$ cat src/rtl/i2cbm_pkg.sv
`timescale 1ns / 1ps

package i2cbm_pkg;

   localparam int unsigned OPCODE_W = 3;
   localparam int unsigned BYTE_W   = 8;
   localparam int unsigned DELAY_W  = 9;
   localparam int unsigned CSR_IDX_W = 2;

   localparam logic [OPCODE_W-1:0] OP_START     = 3'd0;
   localparam logic [OPCODE_W-1:0] OP_STOP      = 3'd1;
   localparam logic [OPCODE_W-1:0] OP_WRITE     = 3'd2;
   localparam logic [OPCODE_W-1:0] OP_READ_ACK  = 3'd3;
   localparam logic [OPCODE_W-1:0] OP_READ_NACK = 3'd4;

   localparam logic [CSR_IDX_W-1:0] CSR_LONG_PHASE  = 2'd0;
   localparam logic [CSR_IDX_W-1:0] CSR_SHORT_PHASE = 2'd1;
   localparam logic [CSR_IDX_W-1:0] CSR_ACK_LIMIT   = 2'd2;

   localparam logic [BYTE_W-1:0] LONG_PHASE_RESET  = 8'd50;
   localparam logic [BYTE_W-1:0] SHORT_PHASE_RESET = 8'd25;
   localparam logic [BYTE_W-1:0] ACK_LIMIT_RESET   = 8'd201;

   localparam logic [3:0] BITS_PER_BYTE = 4'd8;

   typedef struct packed {
      logic                command_valid;
      logic [OPCODE_W-1:0] opcode;
      logic [BYTE_W-1:0]   write_byte;
      logic                sda_sample;
   } req_word_type;

   typedef struct packed {
      logic              scl_level;
      logic              sda_release;
      logic              busy_res;
      logic              done_res;
      logic [BYTE_W-1:0] read_byte;
      logic              ack_seen;
   } rsp_word_type;

   typedef struct packed {
      logic                 enable;
      logic [CSR_IDX_W-1:0] index;
      logic [BYTE_W-1:0]    data;
   } csr_write_type;

endpackage

$ cat src/rtl/i2c_bit_level_master.sv
`timescale 1ns / 1ps

// i2c bit-level master: each word on the req_ side is one tick of bus timing (sampled sda
// and an optional command) and yields exactly one rsp_ word with the scl/sda levels and
// status for that tick. one word is taken every cycle while req_stall is low; a word goes
// through an input register, one pass of the segment sequencer and a result register that
// drives the rsp_ ports. the result register lets the next word enter while a finished one
// waits; req_stall rises only when both registers are full and rsp_stall is high.
// configuration writes are taken at any time but belong to idle periods.

module i2c_bit_level_master (
   input  logic                               clock,
   input  logic                               reset,
   input  logic                               req_valid,
   output logic                               req_stall,
   input  logic                               req_command_valid,
   input  logic [i2cbm_pkg::OPCODE_W-1:0]   req_opcode,
   input  logic [i2cbm_pkg::BYTE_W-1:0]     req_write_byte,
   input  logic                               req_sda_sample,
   output logic                               rsp_valid,
   input  logic                               rsp_stall,
   output logic                               rsp_scl_level,
   output logic                               rsp_sda_release,
   output logic                               rsp_busy_res,
   output logic                               rsp_done_res,
   output logic [i2cbm_pkg::BYTE_W-1:0]     rsp_read_byte,
   output logic                               rsp_ack_seen,
   input  logic                               csr_write_enable,
   input  logic [i2cbm_pkg::CSR_IDX_W-1:0]  csr_index,
   input  logic [i2cbm_pkg::BYTE_W-1:0]     csr_write_data
);

   logic                       in_valid_ff, in_valid_in;
   i2cbm_pkg::req_word_type  in_word_ff;
   logic                       out_valid_ff, out_valid_in;
   i2cbm_pkg::rsp_word_type  out_word_ff;
   i2cbm_pkg::rsp_word_type  step_word;
   i2cbm_pkg::csr_write_type csr_write;
   logic                       out_ready;
   logic                       req_accept;
   logic                       step_en;

   assign out_ready  = !out_valid_ff || !rsp_stall;
   assign req_stall  = in_valid_ff && !out_ready;
   assign req_accept = req_valid && !req_stall;
   assign step_en    = in_valid_ff && out_ready;

   assign in_valid_in  = req_accept || (in_valid_ff && !out_ready);
   assign out_valid_in = step_en || (out_valid_ff && rsp_stall);

   assign csr_write.enable = csr_write_enable;
   assign csr_write.index  = csr_index;
   assign csr_write.data   = csr_write_data;

   i2cbm_core u_core (
      .clock     (clock),
      .reset     (reset),
      .step_en   (step_en),
      .req_word  (in_word_ff),
      .csr_write (csr_write),
      .rsp_word  (step_word)
   );

   always_ff @(posedge clock) begin
      if (reset) begin
         in_valid_ff  <= 1'b0;
         out_valid_ff <= 1'b0;
      end else begin
         in_valid_ff  <= in_valid_in;
         out_valid_ff <= out_valid_in;
      end
      if (req_accept) begin
         in_word_ff.command_valid <= req_command_valid;
         in_word_ff.opcode        <= req_opcode;
         in_word_ff.write_byte    <= req_write_byte;
         in_word_ff.sda_sample    <= req_sda_sample;
      end
      if (step_en) begin
         out_word_ff <= step_word;
      end
   end

   assign rsp_valid       = out_valid_ff;
   assign rsp_scl_level   = out_word_ff.scl_level;
   assign rsp_sda_release = out_word_ff.sda_release;
   assign rsp_busy_res    = out_word_ff.busy_res;
   assign rsp_done_res    = out_word_ff.done_res;
   assign rsp_read_byte   = out_word_ff.read_byte;
   assign rsp_ack_seen    = out_word_ff.ack_seen;

endmodule

$ cat src/rtl/i2cbm_core.sv
`timescale 1ns / 1ps

module i2cbm_core (
   input  logic                   clock,
   input  logic                   reset,
   input  logic                   step_en,
   input  i2cbm_pkg::req_word_type  req_word,
   input  i2cbm_pkg::csr_write_type csr_write,
   output i2cbm_pkg::rsp_word_type  rsp_word
);

   typedef enum logic [3:0] {
      PH_IDLE, PH_ST1, PH_ST2, PH_ST3, PH_SP1, PH_SP2, PH_WH, PH_WL,
      PH_AREL, PH_AHI, PH_APOLL, PH_ALO, PH_RH, PH_RL, PH_RAH, PH_RAL
   } phase_type;

   logic [i2cbm_pkg::BYTE_W-1:0]   long_phase_ff, short_phase_ff, ack_limit_ff;

   phase_type                        phase_ff, phase_in;
   logic [i2cbm_pkg::OPCODE_W-1:0] active_op_ff, active_op_in;
   logic [3:0]                       bit_index_ff, bit_index_in;
   logic [i2cbm_pkg::DELAY_W-1:0]  delay_ff, delay_in;
   logic [i2cbm_pkg::BYTE_W-1:0]   ack_wait_ff, ack_wait_in;
   logic [i2cbm_pkg::BYTE_W-1:0]   shift_ff, shift_in;
   logic                             scl_ff, scl_in;
   logic                             sda_ff, sda_in;
   logic                             ack_flag_ff, ack_flag_in;
   logic [i2cbm_pkg::BYTE_W-1:0]   read_result_ff, read_result_in;
   logic                             done_in;

   logic [i2cbm_pkg::DELAY_W-1:0]  long_d, long2_d, short_d;
   logic [i2cbm_pkg::BYTE_W-1:0]   shifted;
   logic [3:0]                       bit_next;

   assign long_d   = {1'b0, long_phase_ff};
   assign long2_d  = {long_phase_ff, 1'b0};
   assign short_d  = {1'b0, short_phase_ff};
   assign shifted  = {shift_ff[i2cbm_pkg::BYTE_W-2:0], 1'b0};
   assign bit_next = bit_index_ff + 4'd1;

   always_comb begin
      phase_in       = phase_ff;
      active_op_in   = active_op_ff;
      bit_index_in   = bit_index_ff;
      delay_in       = delay_ff;
      ack_wait_in    = ack_wait_ff;
      shift_in       = shift_ff;
      scl_in         = scl_ff;
      sda_in         = sda_ff;
      ack_flag_in    = ack_flag_ff;
      read_result_in = read_result_ff;
      done_in        = 1'b0;
      if (phase_ff == PH_IDLE) begin
         if (req_word.command_valid && (req_word.opcode <= i2cbm_pkg::OP_READ_NACK)) begin
            active_op_in = req_word.opcode;
            bit_index_in = 4'd0;
            scl_in       = 1'b1;
            unique case (req_word.opcode)
               i2cbm_pkg::OP_START: begin
                  phase_in = PH_ST1;
                  sda_in   = 1'b1;
                  delay_in = long2_d;
               end
               i2cbm_pkg::OP_STOP: begin
                  phase_in = PH_SP1;
                  sda_in   = 1'b0;
                  delay_in = long_d;
               end
               i2cbm_pkg::OP_WRITE: begin
                  shift_in = req_word.write_byte;
                  phase_in = PH_WH;
                  sda_in   = req_word.write_byte[i2cbm_pkg::BYTE_W-1];
                  delay_in = long_d;
               end
               default: begin
                  shift_in = '0;
                  phase_in = PH_RH;
                  sda_in   = 1'b1;
                  delay_in = long_d;
               end
            endcase
         end
      end else if (phase_ff == PH_APOLL) begin
         if (!req_word.sda_sample || (ack_wait_ff >= ack_limit_ff)) begin
            ack_flag_in = !req_word.sda_sample;
            phase_in    = PH_ALO;
            scl_in      = 1'b0;
            sda_in      = 1'b1;
            delay_in    = long_d;
         end else begin
            ack_wait_in = ack_wait_ff + 8'd1;
         end
      end else if (delay_ff > 9'd1) begin
         delay_in = delay_ff - 9'd1;
      end else begin
         unique case (phase_ff)
            PH_ST1: begin
               phase_in = PH_ST2; scl_in = 1'b1; sda_in = 1'b0; delay_in = long_d;
            end
            PH_ST2: begin
               phase_in = PH_ST3; scl_in = 1'b0; sda_in = 1'b0; delay_in = long_d;
            end
            PH_SP1: begin
               phase_in = PH_SP2; scl_in = 1'b1; sda_in = 1'b1; delay_in = long2_d;
            end
            PH_WH: begin
               phase_in = PH_WL; scl_in = 1'b0; delay_in = short_d;
            end
            PH_WL: begin
               shift_in     = shifted;
               bit_index_in = bit_next;
               if (bit_next < i2cbm_pkg::BITS_PER_BYTE) begin
                  phase_in = PH_WH; scl_in = 1'b1;
                  sda_in   = shifted[i2cbm_pkg::BYTE_W-1];
                  delay_in = long_d;
               end else begin
                  phase_in = PH_AREL; scl_in = 1'b0; sda_in = 1'b1; delay_in = long2_d;
               end
            end
            PH_AREL: begin
               phase_in = PH_AHI; scl_in = 1'b1; sda_in = 1'b1; delay_in = long_d;
            end
            PH_AHI: begin
               phase_in    = PH_APOLL; scl_in = 1'b1; sda_in = 1'b1; delay_in = '0;
               ack_wait_in = '0;
            end
            PH_RH: begin
               shift_in = {shift_ff[i2cbm_pkg::BYTE_W-2:0], req_word.sda_sample};
               phase_in = PH_RL; scl_in = 1'b0; sda_in = 1'b1; delay_in = short_d;
            end
            PH_RL: begin
               bit_index_in = bit_next;
               if (bit_next < i2cbm_pkg::BITS_PER_BYTE) begin
                  phase_in = PH_RH; scl_in = 1'b1; sda_in = 1'b1; delay_in = long_d;
               end else begin
                  read_result_in = shift_ff;
                  phase_in = PH_RAH; scl_in = 1'b1;
                  sda_in   = (active_op_ff == i2cbm_pkg::OP_READ_NACK);
                  delay_in = long_d;
               end
            end
            PH_RAH: begin
               phase_in = PH_RAL; scl_in = 1'b0; sda_in = 1'b1; delay_in = short_d;
            end
            default: begin
               phase_in = PH_IDLE;
               delay_in = '0;
               done_in  = 1'b1;
            end
         endcase
      end
   end

   always_ff @(posedge clock) begin
      if (reset) begin
         long_phase_ff  <= i2cbm_pkg::LONG_PHASE_RESET;
         short_phase_ff <= i2cbm_pkg::SHORT_PHASE_RESET;
         ack_limit_ff   <= i2cbm_pkg::ACK_LIMIT_RESET;
         phase_ff       <= PH_IDLE;
         active_op_ff   <= '0;
         bit_index_ff   <= '0;
         delay_ff       <= '0;
         ack_wait_ff    <= '0;
         shift_ff       <= '0;
         scl_ff         <= 1'b1;
         sda_ff         <= 1'b1;
         ack_flag_ff    <= 1'b0;
         read_result_ff <= '0;
      end else begin
         if (csr_write.enable) begin
            unique case (csr_write.index)
               i2cbm_pkg::CSR_LONG_PHASE:  long_phase_ff  <= csr_write.data;
               i2cbm_pkg::CSR_SHORT_PHASE: short_phase_ff <= csr_write.data;
               i2cbm_pkg::CSR_ACK_LIMIT:   ack_limit_ff   <= csr_write.data;
               default: ;
            endcase
         end
         if (step_en) begin
            phase_ff       <= phase_in;
            active_op_ff   <= active_op_in;
            bit_index_ff   <= bit_index_in;
            delay_ff       <= delay_in;
            ack_wait_ff    <= ack_wait_in;
            shift_ff       <= shift_in;
            scl_ff         <= scl_in;
            sda_ff         <= sda_in;
            ack_flag_ff    <= ack_flag_in;
            read_result_ff <= read_result_in;
         end
      end
   end

   assign rsp_word.scl_level   = scl_in;
   assign rsp_word.sda_release = sda_in;
   assign rsp_word.busy_res    = (phase_in != PH_IDLE);
   assign rsp_word.done_res    = done_in;
   assign rsp_word.read_byte   = read_result_in;
   assign rsp_word.ack_seen    = ack_flag_in;

endmodule

$ cat config.mk
export PLATFORM = sky130hd
export DESIGN_NAME = i2c_bit_level_master
export DESIGN_NICKNAME = d
export VERILOG_FILES = /design/src/rtl/i2cbm_pkg.sv /design/src/rtl/i2c_bit_level_master.sv /design/src/rtl/i2cbm_core.sv
export SDC_FILE = /design/constraint.sdc
export NUM_CORES = 1
export LEC_CHECK = 0
export BUFFER_PORTS_ARGS = -buffer_cell sky130_fd_sc_hd__buf_2
export CORE_MARGIN = 10
export CORE_UTILIZATION = 40
export DETAILED_ROUTE_END_ITERATION = 6
export GPL_TIMING_DRIVEN = 0
export SLEW_MARGIN = 0
export SYNTH_ARGS = -nofsm -noshare
export SYNTH_HDL_FRONTEND = slang
export SYNTH_SLANG_ARGS = --single-unit
$ cat constraint.sdc
create_clock -name clock -period 5.1 [get_ports clock]
set_input_delay 0 -clock clock [delete_from_list [all_inputs] [get_ports clock]]
set_output_delay 0 -clock clock [all_outputs]
set_load 0.01 [all_outputs]
==> out/metrics.cfg <==
[sta]
tightest_slew_ps=1251
tns_ps=0
fin_worst_skew_ps=11.19
final-setup-viol-count=0
fin_crit_ps=2962
rsz0062_at_grt=no
hold_viol_final=0
worst_slack_ps=2138
fin_crit_sh=0.5809
max_freq_mhz=337.6
slew_headroom=0.1659
holdWs_ps=30.22
drv_slew=0

[worst_setup_path]
crit_path_start_kind=flop
cp_cell_sequence=inv_1 > ha_1 > nand2b_1 > a2111o_1 > a21oi_1 > nor2_1 > a211oi_1 > o2111ai_1
cp_data_arrival_time_ps=3010
crit_path_end_kind=flop
cp_slowest_stage_delay_ps=480
crit_fanout=6
path_depth=8
reg2regPathDepth=8
crit_family=compound AO/OA/AOI/OAI gates
crit_required_ps=5140
path_class=reg2reg
slowest_stage=a21oi_1
crit_buf_inv=1

[clock_network]
numCtsBuffers=9
clk_latency_ps=350
cts_tree=yes
cts.sinks=99
clk_root_buffer_cell=clkbuf_16
htreeDepth=3
clkTransAtPathRegs_ps=60
post_cts_buffers=0
ctsResizeCount=0
cts_hold_buf=23
clockBufferDepth=2

[yosys]
yosysMostFrequentCell=dfxtp_1
yosysTopAreaCellShare=0.2761
yosysWarnings=0
ys_types=70
synth.area.top_cells=dfxtp_1 (28%), edfxtp_1 (15%), nor2_1 (5.0%)
synth_area_um2=5294
synthTopCellsByCount=dfxtp_1 (73), nor2_1 (71), nand2_1 (65)
synthArstFlopShare=0
yosys.area.top_type=dfxtp_1
synth-edff-count=26
synth-seq-cells=99
synthCells=600
synth_area_per_cell_um2=8.823
yosysSeqAreaShare=0.4235
ys.flop_type=dfxtp_1
syn_nets=640

[placement]
routabilityCongestion=0.9598
port_buffers=41
dpl.hpwl_um=11220
dp_slack_ps=2192

[status]
outcome=completed

[final_layout]
seqCellArea_um2=2242
nFillCells=1199
multiInputGateArea_um2=2801
areaGrowthSynthToFinish_pct=18.51
n_antenna_cell=0
layout-drive-gt1-share=0.1250
nets=715

[power]
leakage_nw=2.347
power_density_nw_per_um2=324.6
ir_worst_vdd_mv=0.1573

[drt]
drtIter0Drc=493
drc=0
firstDrtPassIters=6
routed_wl_um=15460
via_count=4896
viasPerCell=5.746
post_drt_wl_per_cell_um=18.14
ant_nets=0

[min_path]
hold_depth=4
hold_path_class=in2reg

[grt]
track_usage=0.1711
grt_pass1_vias=4693
antenna_found_initial=0
grt_max_degree=23
grt_overflow=0
grt_pass1_wl_um=24980

[die]
die_y_um=135.0
num_rows=41
dieWidth_um=135.0
core_area_um2=12770
ios=43
initial_core_util=0.4144
dieArea_um2=18240

[run]
cap_viol_max_count=0

-- cell families (layout without fill, tap and decap cells) --
kind of cell,count (synthesis),count (layout),share of synthesized area
DFF,99,99,0.4235
adders and majority gates,12,12,0.02836
and+or+nand+nor,226,226,0.2094
AOI/OAI and AO/OA,165,165,0.2257
xor gates and xnor gates,11,11,0.01820
buffers and inverters,63,143,0.04727
muxes,24,24,0.04751
-- final timing paths --
kind	slack, ps	startpoint	to
setup / recovery	2140	u_core.ack_wait_ff[0]$_SDFFE_PP0P_	rsp_busy_res$_DFFE_PP_
hold / removal	30	csr_index[1]	u_core.long_phase_ff[1]$_SDFFE_PP1P_
setup reg to reg	2140	u_core.ack_wait_ff[0]$_SDFFE_PP0P_	rsp_busy_res$_DFFE_PP_
hold reg to reg	460	u_core.read_result_ff[3]$_SDFFE_PP0P_	u_core.read_result_ff[3]$_SDFFE_PP0P_
-- stage by stage --
stage,util,power [mW],cell area [um2],std cells
3_3_place_gp,0.4474,1.275,5714,813
2_1_floorplan,-,1.153,5294,600
4_1_cts,0.4911,2.042,6274,852
3_5_place_dp,0.4474,1.277,5714,813
5_1_grt,0.4911,2.126,6274,852
6_report,0.4911,2.036,6274,852
-- placed cells by master, fill, tap and decap left out, types with 9 or more instances in the layout --
cell / netlist / layout
a21oi_1: 33 / 33
nand3_1: 14 / 14
a22oi_1: 9 / 9
dfxtp_1: 73 / 73
a211oi_1: 12 / 12
nor2_1: 71 / 71
o21ai_0: 22 / 22
ha_1: 12 / 12
a211o_1: 9 / 9
mux2_2: 9 / 9
clkbuf_1: 28 / 29
nand2b_1: 10 / 10
edfxtp_1: 26 / 26
clkbuf_16: 0 / 10
nor3_1: 17 / 17
buf_2: 8 / 49
inv_1: 22 / 22
a31oi_1: 12 / 12
dlygate4sd3_1: 0 / 23
nand2_1: 65 / 65
mux2i_1: 15 / 15
-- state kept, by name, summed over array words and instances (netlist names), 3 cells and up --
name                   cells
u_core.ack_wait_ff         8
u_core.short_phase_ff      8
u_core.bit_index_ff        4
u_core.shift_ff            8
u_core.phase_ff            4
u_core.delay_ff            9
u_core.long_phase_ff       8
rsp_read_byte              8
u_core.ack_limit_ff        8
u_core.active_op_ff        3
in_word_ff                13
u_core.read_result_ff      8
-- report_power, final --
part | total [mW] | internal (mW) | leakage, nW | switching, mW
sequential | 0.873 | 0.843 | 0.845 | 0.0302
clock | 0.753 | 0.457 | 0.164 | 0.295
combinational | 0.411 | 0.147 | 1.34 | 0.264
-- layout make-up --
cell class                      count  share of cell area
Inverter                           23             0.01376
Tap cell                          172             0.03430
Timing Repair Buffer               64             0.06941
Sequential cell                    99              0.3574
Multi-Input combinational cell    438              0.4465
Clock buffer                       11             0.04049
Buffer                             40             0.02613
Clock inverter                      5             0.01197
-- tightest hold or removal path, cell delays in order --
cell	delay (ps)
buf_2	90
nor3b_1	50
nor2b_1	100
a211o_1	100
-- per-layer routing --
| metal | vias to the layer above | wire length, um | share of wire | GRT usage |
|---|---|---|---|---|
| li1 | 2365 | - | - | - |
| met1 | 2327 | 7160 | 0.46 | 0.2333 |
| met2 | 186 | 6927 | 0.45 | 0.2631 |
| met3 | 18 | 1139 | 0.074 | 0.03227 |
| met4 | 0 | 228 | 0.015 | 0.06100 |
| met5 | - | 0 | 0 | 0 |
No activity file was read; power rests on OpenSTA's default activity.
